### config.mk
export PLATFORM = sky130hd
export DESIGN_NAME = kbc_select
export DESIGN_NICKNAME = d
export VERILOG_FILES = /design/src/rtl/kbc_pkg.sv /design/src/rtl/kbc_select.sv
export SDC_FILE = /design/constraint.sdc
export NUM_CORES = 2
export LEC_CHECK = 0
export BUFFER_PORTS_ARGS = -buffer_cell sky130_fd_sc_hd__buf_2
export CAP_MARGIN = 20
export CORE_ASPECT_RATIO = 0.75
export CORE_MARGIN = 4
export CORE_UTILIZATION = 35
export DETAILED_ROUTE_END_ITERATION = 8
export GPL_TIMING_DRIVEN = 0
export PLACE_DENSITY = 0.53
export SYNTH_ARGS = -nofsm -noshare
export SYNTH_HDL_FRONTEND = slang
export SYNTH_SLANG_ARGS = --single-unit
### constraint.sdc
create_clock -name clk -period 7 [get_ports clk]
set_input_delay 1.05 -clock clk [delete_from_list [all_inputs] [get_ports clk]]
set_output_delay 1.05 -clock clk [all_outputs]
set_load 0.02 [all_outputs]
### src/rtl/kbc_pkg.sv
// Shared types, constants and state encodings for the bottleneck clustering block.
`default_nettype none
package kbc_pkg;

  localparam int COORD_W  = 16;
  localparam int DIST_W   = 33;
  localparam int ROOT_W   = 17;
  localparam int TARGET_W = 7;
  localparam int CFG_W    = 32;

  // Register index of the target cluster count.
  localparam logic REG_TARGET = 1'b0;

  typedef logic [DIST_W-1:0] dist_t;
  typedef logic [ROOT_W-1:0] root_t;

  typedef struct packed {
    logic signed [COORD_W-1:0] x;
    logic signed [COORD_W-1:0] y;
  } point_t;

  typedef enum logic [2:0] {
    T_LOAD, T_MST, T_SEL, T_SQRT, T_OUT
  } top_state_t;

  typedef enum logic [2:0] {
    M_IDLE, M_INIT, M_INITW, M_SCAN, M_DRAIN, M_NEXT
  } mst_state_t;

  typedef enum logic [2:0] {
    S_IDLE, S_RDI, S_CAPI, S_SCAN, S_DRAIN, S_CHECK
  } sel_state_t;

  typedef enum logic [1:0] {
    Q_IDLE, Q_STEP, Q_FIX
  } sqrt_state_t;

  // Tree edge weight handed from the spanning tree engine to the selector.
  typedef struct packed {
    logic  valid;
    dist_t data;
  } weight_msg_t;

endpackage
`default_nettype wire

### src/rtl/kbc_select.sv
// Rank selector: stores tree edge weights and finds the one of a given rank by counting.
`default_nettype none
module kbc_select #(
  parameter int MAX_POINTS = 64
) (
  input  logic                             clk,
  input  logic                             rst_n,
  input  kbc_pkg::weight_msg_t             weight,
  input  logic [$clog2(MAX_POINTS)-1:0]    weight_idx,
  input  logic                             start,
  input  logic [$clog2(MAX_POINTS+1)-1:0]  num_w,
  input  logic [$clog2(MAX_POINTS+1)-1:0]  rank,
  output logic                             done,
  output kbc_pkg::dist_t                   result
);
  import kbc_pkg::*;

  localparam int IDX_W = $clog2(MAX_POINTS);
  localparam int CNT_W = $clog2(MAX_POINTS+1);

  dist_t w_mem [MAX_POINTS];
  dist_t q;

  sel_state_t       state_r, state_nxt;
  logic [IDX_W-1:0] i_r, i_nxt, j_r, j_nxt, rd_addr, last_idx;
  dist_t            cand_r, cand_nxt;
  logic [CNT_W-1:0] less_r, le_r;
  logic             vld_r, scan_rd, cnt_clr;

  assign last_idx = IDX_W'(num_w - 1'b1);

  always_ff @(posedge clk) begin
    if (weight.valid) begin
      w_mem[weight_idx] <= weight.data;
    end
    q <= w_mem[rd_addr];
  end

  // Candidate loop over weights, counting smaller and not-larger entries.
  always_comb begin
    state_nxt = state_r;
    i_nxt     = i_r;
    j_nxt     = j_r;
    cand_nxt  = cand_r;
    rd_addr   = '0;
    scan_rd   = 1'b0;
    cnt_clr   = 1'b0;
    done      = 1'b0;
    case (state_r)
      S_IDLE: begin
        if (start) begin
          i_nxt     = '0;
          state_nxt = S_RDI;
        end
      end
      S_RDI: begin
        rd_addr   = i_r;
        state_nxt = S_CAPI;
      end
      S_CAPI: begin
        cand_nxt  = q;
        cnt_clr   = 1'b1;
        j_nxt     = '0;
        state_nxt = S_SCAN;
      end
      S_SCAN: begin
        rd_addr = j_r;
        scan_rd = 1'b1;
        if (j_r == last_idx) begin
          state_nxt = S_DRAIN;
        end else begin
          j_nxt = j_r + 1'b1;
        end
      end
      S_DRAIN: begin
        state_nxt = S_CHECK;
      end
      S_CHECK: begin
        if ((less_r < rank) && (rank <= le_r)) begin
          done      = 1'b1;
          state_nxt = S_IDLE;
        end else begin
          i_nxt     = i_r + 1'b1;
          state_nxt = S_RDI;
        end
      end
      default: begin
        state_nxt = S_IDLE;
      end
    endcase
  end

  assign result = cand_r;

  always_ff @(posedge clk) begin
    if (!rst_n) begin
      state_r <= S_IDLE;
      vld_r   <= 1'b0;
    end else begin
      state_r <= state_nxt;
      vld_r   <= scan_rd;
    end
  end

  always_ff @(posedge clk) begin
    i_r    <= i_nxt;
    j_r    <= j_nxt;
    cand_r <= cand_nxt;
    if (cnt_clr) begin
      less_r <= '0;
      le_r   <= '0;
    end else if (vld_r) begin
      less_r <= less_r + CNT_W'(q < cand_r);
      le_r   <= le_r + CNT_W'(q <= cand_r);
    end
  end

endmodule
`default_nettype wire

Word-level counts from Yosys, hierarchy flattened --
Memories as Yosys holds them, arrays and structs flattened. A register that Yosys moved wholly into a read port is not among the register bits. Index checks and enable logic that the tools add are counted.
Storage, ports and cells: input bits 57, memories 1, word-level logic and storage cells 50, bits in latches 0, flip-flop bits (word level) 63, memory bits (writable) 2112, memory bits (read-only) 0
Operators by class: equality and inequality tests 10, bitwise logic cells 0, magnitude comparators 4, shift-type cells 0, $mul 0, $add $sub $neg 5, reductions and logical operators 7, multiplexer cells 16, div/mod/pow operators 0
Memory list:
- w_mem | depth 64, width 33, rd ports 1, clocked after Yosys merged registers in 1, write ports 1, RTL line kbc_select.sv:21 | dist_t w_mem [MAX_POINTS];
Operator list (count):
- one-hot mux 6 bit (2 select lines) | 3
- less-or-equal comparator 33 bit | 1
- < comparator 33 bit | 1
- 2-to-1 mux 6 bit | 3
- one-hot mux 3 bit (6 select lines) | 1
- adder 7 x 1 -> 7 bit | 2
- adder 6 x 1 -> 6 bit, second input constant | 2
- inequality test 2 bit, second input constant | 4
- less-or-equal comparator 7 bit | 1
- < comparator 7 bit | 1
- 2-to-1 mux 1 bit | 7
- == test 3 x 2 -> 1 bit, second input constant | 2
- == test 3 bit, second input constant | 2
- == test 6 bit | 1
- 2-to-1 mux 3 bit | 2
- subtractor 6 x 1 -> 6 bit, second input constant | 1
- AND reduction 2 bit | 2
- nonzero test 2 bit | 2
- == test 3 x 1 -> 1 bit, second input constant | 1
- zero test 3 bit | 1
- AND reduction 3 bit | 1
- logical AND 1 bit | 1

Longest topological paths before layout --
depth in word-level cells 4, mapped depth 15

Worst setup path before layout --
Ideal clock, no wire load.
path kind input-to-reg, start point input weight_idx[3], end point memory w_mem[48][0] in the netlist's numbering, enable pin, cell stages on the path 4, setup time 0.464 ns, slack 2.694 ns, data arrival time 3.842 ns, path through clkbuf_1 > nor2b_1 > nand4b_1 > nor3_1
RTL lines:
- start, declared | RTL line kbc_select.sv:9 | input logic [$clog2(MAX_POINTS)-1:0] weight_idx,
- end, declared | RTL line kbc_select.sv:21
No word-level cell before the write port.

Worst setup path after layout --
start point register j_r[1], end point register q[7] (read register of w_mem)
Between the ends: word-level cells in the longest chain between the ends 1
Ends and longest elaborated chain:
- start, declared | RTL line kbc_select.sv:25 | logic [IDX_W-1:0] i_r, i_nxt, j_r, j_nxt, rd_addr, last_idx;
- start signal, assigned | RTL line kbc_select.sv:107 | j_r <= j_nxt;
- one-hot mux 6 bit (2 select lines) | RTL line kbc_select.sv:49 | case (state_r)
- end, declared | RTL line kbc_select.sv:22 | dist_t q;
Every way passes these cells. A chain may end at the register's enable or synchronous reset.

==> flow_summary.toml <==
[power]
pwr-share-clk_pct = 38.4
p_sw_mw = 7.39
p_sw_share_pct = 25.1
power.leakage_nw = 33.4
internal-power_mw = 22.0
power.density_mw_per_mm2 = 294
vdd_drop_max_uv = 200
pwr-share-comb_pct = 11.2
pwr-share-seq_pct = 50.4

[sta]
slew_viol_final = 0
relSlewSlack_pct = 16.3
worst_pin_slew_ps = 1260
timing.final.ws_setup_ps = 2480
hold_violations = 0
setup_viol = 0
finalSetupTns_ps = 0
finalCritPeriodShare_pct = 64.5
whs_ps = 420
fin_crit_ps = 4520
max_freq_mhz = 221
rsz0062_at_grt = "no"
fin_skew_ps = 67.1

[clock_network]
hold_buffers = 0
cts_setup_buffers = 0
cts_tree = "done"
cts.sinks = 2208
cts_buffer_depth = 4
insertion_delay_ps = 870
clk_pin_slew_ps = 70
numCtsBuffers = 212
post_cts_resized = 0
cts_htree_levels = 4
cts_root_buf = "clkbuf_16"

[yosys]
synth-xor-area-share_pct = 0.246
yosysUniqueCellTypes = 55
ys.flop_type = "edfxtp_1"
synth_edf_count = 2157
synth_compound_area_share_pct = 5.15
syn_nets = 4739
synth_cells = 4629
synth_top_cell_area_share_pct = 75.9
async_reset_ff_share_pct = 0
ys_seq_area_share_pct = 77.1
yosysMostFrequentCell = "edfxtp_1"
netlist_area_mm2 = 0.0853
synthAdderAreaFrac_pct = 0.777
synthSimpleGateAreaFrac_pct = 4.59
synthMuxAreaShare_pct = 10.2
yosys_register_bits = 2208
synthTopCellsByArea = "edfxtp_1, mux4_2, mux2i_1, nand2_1, a211oi_1"
synth_top_family_by_area = "multiplexers"
synth_top_area_cell = "edfxtp_1"
ys_warn_count = 0
synth_common_cells = "edfxtp_1, nand2_1, mux4_2"
avgSynthCellArea_um2 = 18.4

[critical_path]
crit_required_ps = 7690
worstRegToRegCells = 10
worstSetupPathType = "reg2reg"
slowest_stage = "buf_1"
worstSetupEndpointType = "flip-flop"
critical_path_arrival_ps = 5200
cp_top_family = "buffers and inverters"
r2r-start = "j_r[1]"
r2r_slack_ps = 2480
crit_path_max_incr_delay_ps = 880
cp.buffers_inverters = 3
r2r-end = "q[7]"
critPathMaxFanout = 10
cp-start-kind = "flip-flop"
worst_path_most_repeated_cell = "buf_2"
cp_cell_sequence = "mux2_4, and2_1, buf_2, buf_2, buf_1, nand2_1, a31oi_1, o22ai_1, nor3_1, and3_1"

[floorplan]
rows = 156
core_area_mm2 = 0.242
die_w_um = 578
pin_count = 91
initial_core_util_pct = 35.3
dieArea_mm2 = 0.252
die_y_um = 436

[status]
status = "finished clean"

[run]
maxCapViolations = 0

[route]
vias_per_cell = 5.74
wl_per_cell_um = 33.5
post-route-drc-count = 0
drt-initial-drc-count = 7171
ant_nets = 0
wl_um = 285000
vias = 48800
drt_first_pass_iters = 6

[global_route]
grt_pass1_wl_um = 387000
grt_max_degree = 65
gr-total-overflow = 0
grt_use_total_pct = 22.1
grt_pass1_vias = 45900
grt_antenna_before_repair = 28

[final_layout]
layout.nets = 5195
drive_gt1_share_pct = 19.7
multiInputGateArea_mm2 = 0.0184
regArea_mm2 = 0.0658
finalCoreUtilization_pct = 41.4
instances_no_fill = 8505
fill_cells = 21400
syn_to_final_growth_pct = 17.3

[placement]
gp_congestion = 0.844
dpl.hpwl_um = 196000
port_buffers = 85
pre_cts_slack_ps = 2590
dp.cells = 8095

[min_path]
hp-class = "reg2reg"
whs_path_depth = 0
min_from = "q[24]"
holdPathEnd = "result[24]"
final cells by class:
type	instances	share of cell area, %
Multi-Input combinational cell	2099	18.4
Buffer	272	1.45
Antenna cell	17	0.0425
Inverter	50	0.187
Tap cell	3239	4.05
Timing Repair Buffer	242	3.58
Clock buffer	265	5.56
Clock inverter	113	1.03
Sequential cell	2208	65.7
worst register-to-register path, delay by kind of cell, from the launching register on:
family	cells	cell delay, ps
buffers and inverters	3	1620
AND/OR/NAND/NOR	4	1570
flip-flops	1	430
multiplexers	1	400
AO/OA/AOI/OAI	2	360
routing by layer:
layer	routed length, um	global-route usage (%)	vias up
li1	-	-	19700
met1	128000	34.7	25900
met2	117000	30.3	2883
met3	32600	5.67	393
met4	7640	5.41	14
met5	87	0	-
through the flow:
stage / total power [mW] / instance area, um^2
after CTS: 29.5 / 99800
after global placement: 18.2 / 89800
after detailed placement: 18.3 / 93200
after floorplan: 16.7 / 85300
after global routing: 30.3 / 100000
final: 29.4 / 100000
cells by family after synthesis:
kind of cell | count (synthesis)
buffers and inverters | 322
AOI/OAI and AO/OA | 645
adders and majority gates | 53
DFF | 2208
and+or+nand+nor | 874
muxes | 503
xor gates and xnor gates | 24
how the worst max path moves through the flow:
| stage | from | endpoint | slack [ps] | cells after the start |
|---|---|---|---|---|
| after floorplan | weight_idx[3] | w_mem[48][0] | 2690 | 4 |
| after global placement | weight_idx[2] | w_mem[21][28] | -100 | 4 |
| after detailed placement | j_r[1] | q[11] | 2590 | 10 |
| after CTS | j_r[1] | q[24] | 2580 | 11 |
| after global routing | j_r[1] | q[24] | 2320 | 11 |
| final | j_r[1] | q[7] | 2480 | 10 |
registers in the layout, indices dropped and copies added, names as in the netlist, 3 cells and up:
register and cells:
q 33, result 33, state_r 3, w_mem 2112, j_r 6, i_r 6
le_r 7, less_r 7
power by group through the flow:
stage	logic, mW	clock network (mW)	registers, mW
after floorplan	1.58	0	15.1
after global routing	3.46	12.0	14.8
after detailed placement	3.22	0	15.1
final	3.29	11.3	14.8
after CTS	3.23	11.4	14.8
after global placement	3.08	0	15.1
placed cells by master, fill, tap and decap left out, types with 29 or more instances in the layout:
cell / Yosys / routed
edfxtp_1: 2157 / 2157
mux4_2: 293 / 293
buf_12: 1 / 105
mux2i_1: 204 / 204
clkbuf_1: 133 / 179
clkinv_2: 0 / 39
nor2_4: 0 / 62
nor2_1: 113 / 49
a21oi_1: 68 / 68
ha_1: 53 / 53
and3_1: 108 / 108
a22oi_1: 122 / 122
clkinv_1: 0 / 42
buf_4: 41 / 44
buf_6: 22 / 29
a211oi_1: 181 / 181
inv_1: 50 / 50
a31oi_1: 83 / 83
dfxtp_1: 51 / 51
clkbuf_16: 0 / 213
nand2_1: 438 / 438
nand3_1: 132 / 132
buf_2: 65 / 150
o22ai_1: 136 / 136
(Power assumes the default switching activity.)
