`src/rtl/kbc_pkg.sv`:
```
// Shared types, constants and state encodings for the bottleneck clustering block.
`default_nettype none
package kbc_pkg;

  localparam int COORD_W  = 16;
  localparam int DIST_W   = 33;
  localparam int ROOT_W   = 17;
  localparam int TARGET_W = 7;
  localparam int CFG_W    = 32;

  // Register index of the target cluster count.
  localparam logic REG_TARGET = 1'b0;

  typedef logic [DIST_W-1:0] dist_t;
  typedef logic [ROOT_W-1:0] root_t;

  typedef struct packed {
    logic signed [COORD_W-1:0] x;
    logic signed [COORD_W-1:0] y;
  } point_t;

  typedef enum logic [2:0] {
    T_LOAD, T_MST, T_SEL, T_SQRT, T_OUT
  } top_state_t;

  typedef enum logic [2:0] {
    M_IDLE, M_INIT, M_INITW, M_SCAN, M_DRAIN, M_NEXT
  } mst_state_t;

  typedef enum logic [2:0] {
    S_IDLE, S_RDI, S_CAPI, S_SCAN, S_DRAIN, S_CHECK
  } sel_state_t;

  typedef enum logic [1:0] {
    Q_IDLE, Q_STEP, Q_FIX
  } sqrt_state_t;

  // Tree edge weight handed from the spanning tree engine to the selector.
  typedef struct packed {
    logic  valid;
    dist_t data;
  } weight_msg_t;

endpackage
`default_nettype wire

```
`src/rtl/kbc_isqrt.sv`:
```
// Bit-serial ceiling square root with one shared squaring multiplier.
`default_nettype none
module kbc_isqrt (
  input  logic           clk,
  input  logic           rst_n,
  input  logic           start,
  input  kbc_pkg::dist_t value,
  output logic           done,
  output kbc_pkg::root_t root
);
  import kbc_pkg::*;

  localparam int BIT_W = $clog2(ROOT_W);

  sqrt_state_t        state_r, state_nxt;
  dist_t              d_r, d_nxt;
  root_t              r_r, r_nxt, trial, mul_a;
  logic [BIT_W-1:0]   bit_r, bit_nxt;
  logic [2*ROOT_W-1:0] sq;

  assign trial = r_r | (ROOT_W'(1) << bit_r);
  assign mul_a = (state_r == Q_FIX) ? r_r : trial;
  assign sq    = mul_a * mul_a;

  // One result bit per cycle, then a final round-up step.
  always_comb begin
    state_nxt = state_r;
    d_nxt     = d_r;
    r_nxt     = r_r;
    bit_nxt   = bit_r;
    done      = 1'b0;
    root      = r_r;
    case (state_r)
      Q_IDLE: begin
        if (start) begin
          d_nxt     = value;
          r_nxt     = '0;
          bit_nxt   = BIT_W'(ROOT_W - 1);
          state_nxt = Q_STEP;
        end
      end
      Q_STEP: begin
        if (sq <= (2*ROOT_W)'(d_r)) begin
          r_nxt = trial;
        end
        if (bit_r == '0) begin
          state_nxt = Q_FIX;
        end else begin
          bit_nxt = bit_r - 1'b1;
        end
      end
      Q_FIX: begin
        if (sq < (2*ROOT_W)'(d_r)) begin
          root = r_r + 1'b1;
        end
        done      = 1'b1;
        state_nxt = Q_IDLE;
      end
      default: begin
        state_nxt = Q_IDLE;
      end
    endcase
  end

  always_ff @(posedge clk) begin
    if (!rst_n) begin
      state_r <= Q_IDLE;
    end else begin
      state_r <= state_nxt;
    end
  end

  always_ff @(posedge clk) begin
    d_r   <= d_nxt;
    r_r   <= r_nxt;
    bit_r <= bit_nxt;
  end

endmodule
`default_nettype wire

```
`config.mk`:
```
export PLATFORM = sky130hd
export DESIGN_NAME = kbc_isqrt
export DESIGN_NICKNAME = d
export VERILOG_FILES = /design/src/rtl/kbc_pkg.sv /design/src/rtl/kbc_isqrt.sv
export SDC_FILE = /design/constraint.sdc
export NUM_CORES = 1
export LEC_CHECK = 0
export ABC_AREA = 1
export BUFFER_PORTS_ARGS = -buffer_cell sky130_fd_sc_hd__buf_4
export CORE_ASPECT_RATIO = 1.2
export CORE_UTILIZATION = 37
export CTS_CLUSTER_SIZE = 24
export DETAILED_ROUTE_END_ITERATION = 10
export PLACE_DENSITY = 0.59
export SKIP_LAST_GASP = 1
export SLEW_MARGIN = 20
export SYNTH_ARGS = -nofsm -noshare
export SYNTH_HDL_FRONTEND = slang
export SYNTH_SLANG_ARGS = --single-unit
```
`constraint.sdc`:
```
create_clock -name clk -period 9.1 [get_ports clk]
set_input_delay 0 -clock clk [delete_from_list [all_inputs] [get_ports clk]]
set_output_delay 0 -clock clk [all_outputs]
set_load 0.02 [all_outputs]
```
; After elaboration in Yosys (flattened, before gate mapping)
; Index checks and enable logic that the tools add are counted.
; Widths: inputs -> output; s select.
[word_totals]
ff_bits = 57
input_bits = 36
output_inout_bits = 18
[op_classes]
addsub = 2
n_mul = 1
magnitude_cmp = 2
n_eq_ne = 6
shifts = 1
mux = 13
n_bitwise = 1
reduce_logical = 7
[ops]
columns = cell, count
row1 = $mux 17, 5
row2 = $le 34x33->1, 1
row3 = $lt 34x33->1, 1
row4 = $mul 17x17->34, 1
row5 = $pmux 17 s2, 1
row6 = $add 17x1->17 const B, 1
row7 = $or 17x17->17, 1
row8 = $shl 1x5->17 const A, 1
row9 = $mux 5, 2
row10 = $pmux 5 s2, 1
row11 = $ne 2x2->1 const B, 4
row12 = $reduce_and 3->1, 2
row13 = $logic_not 5->1, 1
row14 = $sub 5x1->5 const B, 1
row15 = $mux 2, 2
row16 = $pmux 2 s2, 1
row17 = $reduce_and 2->1, 2
row18 = $eq 2x1->1 const B, 1
row19 = $eq 2x2->1 const B, 1
row20 = $logic_not 2->1, 1
row21 = $reduce_bool 2->1, 1
row22 = $mux 1, 1

; Depth between registers and ports, before layout
[depth]
ltp_word = 7
depth_mapped = 49

; Worst setup path after synthesis
; Ideal clock, no wire load.
[synth_path]
kind = flip-flop to flip-flop
start = register bit_r[0]
end = register r_r[0], enable pin
t_arrival_ns = 7.941
setup_slack_ns = 0.789
path_stages_with_launch = 44
n_path_buf = 1
synth_period_minus_slack_ns = 8.311
cell_sequence = edfxtp_1 inv_1 ha_1 inv_1 nor2_1 a21oi_1 a21oi_1 inv_1 clkbuf_1 nor2_1 inv_1 fa_1 fa_1 fa_1 inv_1 fa_1 fa_1 inv_1 (+8 left out) o21ai_0 xor2_1 ha_1 nand2_1 inv_1 nand3_1 nor3_1 nand2_1 nand2_1 nand2_1 nand2_1 nand2_1 nand2_1 nand2_1 nand2_4 o21ai_0 nand2_1 nand2_1
[synth_between]
elab_chain_len = 7
[synth_lines]
columns = element, line
row1 = "start, declared", kbc_isqrt.sv:18  ; logic [BIT_W-1:0] bit_r, bit_nxt;
row2 = "start signal, assigned", kbc_isqrt.sv:76  ; bit_r <= bit_nxt;
row3 = $shl 1x5->17, kbc_isqrt.sv:21  ; assign trial = r_r | (ROOT_W'(1) << bit_r);
row4 = $or 17x17->17, kbc_isqrt.sv:21
row5 = $mux 17, kbc_isqrt.sv:22  ; assign mul_a = (state_r == Q_FIX) ? r_r : trial;
row6 = $mul 17x17->34, kbc_isqrt.sv:23  ; assign sq = mul_a * mul_a;
row7 = $le 34x33->1, kbc_isqrt.sv:43  ; if (sq <= (2*ROOT_W)'(d_r)) begin
row8 = $ne 2x2->1 (no source line), -
row9 = $reduce_and 3->1 (no source line), -
row10 = "end signal, assigned", kbc_isqrt.sv:75  ; r_r <= r_nxt;
row11 = "end, declared", kbc_isqrt.sv:17  ; root_t r_r, r_nxt, trial, mul_a;
; No other way between the ends.
; A chain may end at the register's enable or synchronous reset.

; Worst setup path in the final report
[layout_path]
start = register bit_r[1]
end = output root[3]
[layout_between]
elab_chain_len = 7
[layout_lines]
columns = element, line
row1 = $shl 1x5->17, kbc_isqrt.sv:21
row2 = $or 17x17->17, kbc_isqrt.sv:21
row3 = $mux 17, kbc_isqrt.sv:22
row4 = $mul 17x17->34, kbc_isqrt.sv:23
row5 = $lt 34x33->1, kbc_isqrt.sv:53  ; if (sq < (2*ROOT_W)'(d_r)) begin
row6 = $mux 17, kbc_isqrt.sv:53
row7 = $mux 17, kbc_isqrt.sv:33  ; case (state_r)
row8 = "end, declared", kbc_isqrt.sv:9  ; output kbc_pkg::root_t root
; No other way between the ends.

==> results by group <==
Run status
  • Outcome: finished clean

Clocking
  • CTS Buffer Depth: 2
  • Clk_lat worst skew: 350 ps
  • Clock transition at path regs: around 60 ps
  • TritonCTS clock tree: built
  • H-tree lvl count: 3
  • TritonCTS Buffers: 9
  • CTS root buffer: clkbuf_16
  • Clk sinks: 57

Worst setup path
  • Slowest stage delay, CP: ~560 ps
  • Register-to-register setup slack: 570 ps
  • Crit Path Max Fanout: 7
  • FF-to-FF Start: bit_r[1]
  • WS Path Type: reg2out
  • R2r endpoint: r_r[9]
  • Worst setup SP type: flop
  • Arrival time worst endpoint: 8570 ps
  • Reg2Reg Depth: 34
  • Req. time, crit path: 9100 ps
  • Worst path slowest cell: fa_1
  • CP Capture Type: output pin
  • Crit-path most repeated cell: nand2_1

Logic synthesis
  • Distinct cells, synth: 42
  • Xor and xnor fraction of the mapped netlist area: 2.98%
  • Synth area leaders: fa_1 32%, ha_1 15%, edfxtp_1 14%
  • Largest family of logic cells by synthesized area: adder cells
  • Syn nets: 1,792
  • Post-synthesis compound-gate area fraction: under 10%
  • Most frequent cell after synthesis: inv_1
  • Post-synth top area cell: fa_1
  • Ys Warns: 0
  • Synth Instances: 1,424
  • Mux cell area share after synthesis: 0%
  • Adder-cell area share of the yosys netlist: 47.4%
  • Post-synth ARST share: 0%
  • Post-synth EDFFs: 55
  • Synth Register Bits: 57
  • Mapped cell area: 0.0118 mm²
  • Top post-synthesis cells by count: 392 x inv_1, 213 x nand2_1, 190 x fa_1, 160 x nor2_1, 142 x ha_1
  • Top FF cell, synth: edfxtp_1
  • Simple-gate area share of the yosys netlist: about 16%
  • Post-synth top area share: 32.3%
  • Sequential area share after synthesis: about 14%
  • Avg Cell Area, Syn: slightly above 8 µm²

Routing
  • Initial drt markers: about 650
  • Via count: 9,352
  • Number of routed nets with antenna violations: 0
  • Pre-antenna DRT Iters: 5
  • Routed WL: 29,100 µm
  • Drt wl/cell: 14.9 µm
  • Post-DR vias/cell: about 4.8
  • DRC viols: 0

Final layout
  • Final #Nets: ~1,900
  • Fill cells: 3,089
  • Synthesis-to-layout area growth: 16.8%
  • Layout cells sized above 1: 11.4%
  • Final Non-Filler Cells: 1,956
  • Util after Layout: 43.8%
  • Antenna Cells: 0
  • Finished Cell Area: 0.0137 mm²

Floorplan
  • Rows: between 70 and 80
  • Die Width: 165 µm
  • Starting Density: 37.5%
  • # IOs: 54
  • Die ar.: 0.0325 mm²
  • Core Footprint: 0.0314 mm²
  • Die Ht: around 200 µm

Placement
  • Inst Count DP: ~1,900
  • Area after DPL: 0.0128 mm²
  • RD Place Congestion: just under 0.9
  • HPWL Detailed: 24,800 µm
  • I/O Buffers: 53

Global routing
  • Initial antenna violation count: 0
  • First-pass GRT wire length: just under 50,000 µm
  • Overall Global Routing Usage: roughly 20%
  • Largest net degree at the start of global routing: 34
  • Total grt overflow: 0
  • Vias in the first global route: 9,606

STA
  • Crit share post-route: 94.2%
  • Worst clock skew: 14.8 ps
  • Max-slew headroom at the worst pin: 51.4%
  • Pins over their slew limit: 0
  • Final Hold Fails: 0
  • Worst hold margin: 203 ps
  • Final setup vio count: 0
  • Slew of the pin with the lowest slew margin: 728 ps
  • F_max: 117 MHz
  • Period minus WS final: 8570 ps

Worst hold path
  • Beginning of the worst hold path: start
  • Min-Delay Path Depth: 3
  • Worst hold-check path type: in2reg
  • Hold EP: bit_r[4]

Job
  • Max Cap Violations: 0
## registers in the layout (all words and copies together) (netlist names)
| register | count |
|---|---|
| bit_r | 5 |
| d_r | 33 |
| r_r | 17 |
| state_r | 2 |
## logic make-up (layout without fill, tap and decap cells)
| kind of cell | after synthesis | in the layout |
|---|---|---|
| AO/OA/AOI/OAI | 129 | 129 |
| AND/OR/NAND/NOR | 450 | 450 |
| flip-flops | 57 | 57 |
| adder cells (fa/ha/maj) | 332 | 332 |
| XOR/XNOR | 40 | 40 |
| buffers and inverters | 416 | 547 |
## per-stage QoR
| stage | TNS (ps) | setup slack (ps) |
|---|---|---|
| floorplan | 0 | 789 |
| global placement | 0 | 38.1 |
| detailed placement | 0 | 79.7 |
| CTS | 0 | 22.0 |
| global route | -266 | -46.0 |
| finish | 0 | 525 |
## worst max-delay path, delay by kind of cell (launching register included)
family	cells	cell delay, ps
fa+ha+maj	9	4100
simple gates	16	1520
compound gates	8	1240
buf+inv	7	790
flops	1	420
xor+xnor	1	150
## placed cells by master, fill, tap and decap left out, drive strengths merged
cell / count
a211oi: 2
a21o: 4
a21oi: 83
a311oi: 1
a31o: 1
a31oi: 1
buf: 100
bufinv: 2
clkbuf: 9
clkinv: 3
clkinvlp: 3
dfxtp: 2
dlygate4sd3: 35
edfxtp: 55
fa: 190
ha: 142
inv: 395
nand2: 216
nand3: 39
nand4: 11
nor2: 163
nor3: 12
nor3b: 1
nor4: 6
o211ai: 2
o21a: 1
o21ai: 30
o21bai: 3
o31ai: 1
or2: 2
xnor2: 15
xor2: 25
## area by class of cell
| cell class | instances | area (µm²) | area share, % |
|---|---|---|---|
| clock buffer | 9 | 225 | 1.64 |
| tap | 401 | 502 | 3.65 |
| clock inverter | 7 | 103 | 0.746 |
| timing repair buffer | 135 | 1110 | 8.06 |
| multi-input combinational | 951 | 8620 | 62.7 |
| inverter | 396 | 1490 | 10.9 |
| sequential | 57 | 1690 | 12.3 |
## what timing repair did
| action | 4_1_cts | 5_1_grt |
|---|---|---|
| pin swaps | 0 | 6 |
| gates cloned | 0 | 0 |
| hold buffers | 35 | 0 |
| endpoints found under the setup margin | 31 | 34 |
| gates resized for setup | 3 | 49 |
| setup buffers | 0 | 12 |
| endpoints found under the hold margin | 35 | 0 |
## worst max path at each step
stage	start	end	slack, ps	depth (start not counted)
3_5_place_dp	bit_r[0]	r_r[2]	80	40
5_1_grt	bit_r[1]	root[3]	-50	47
2_1_floorplan	bit_r[0]	r_r[0]	790	43
3_3_place_gp	bit_r[3]	r_r[2]	40	32
4_1_cts	bit_r[0]	root[3]	20	42
6_report	bit_r[1]	root[3]	530	41
## routing by layer
layer	wire (µm)	global-route usage (%)	vias up
li1	-	-	4558
met4	852	6.29	0
met2	14800	34.0	213
met5	0	0	-
met3	1060	2.44	46
met1	12400	24.7	4535
Power is left out: the tool's default activity adds up to more than one toggle a clock period on the data nets, which glitch-free logic cannot reach.
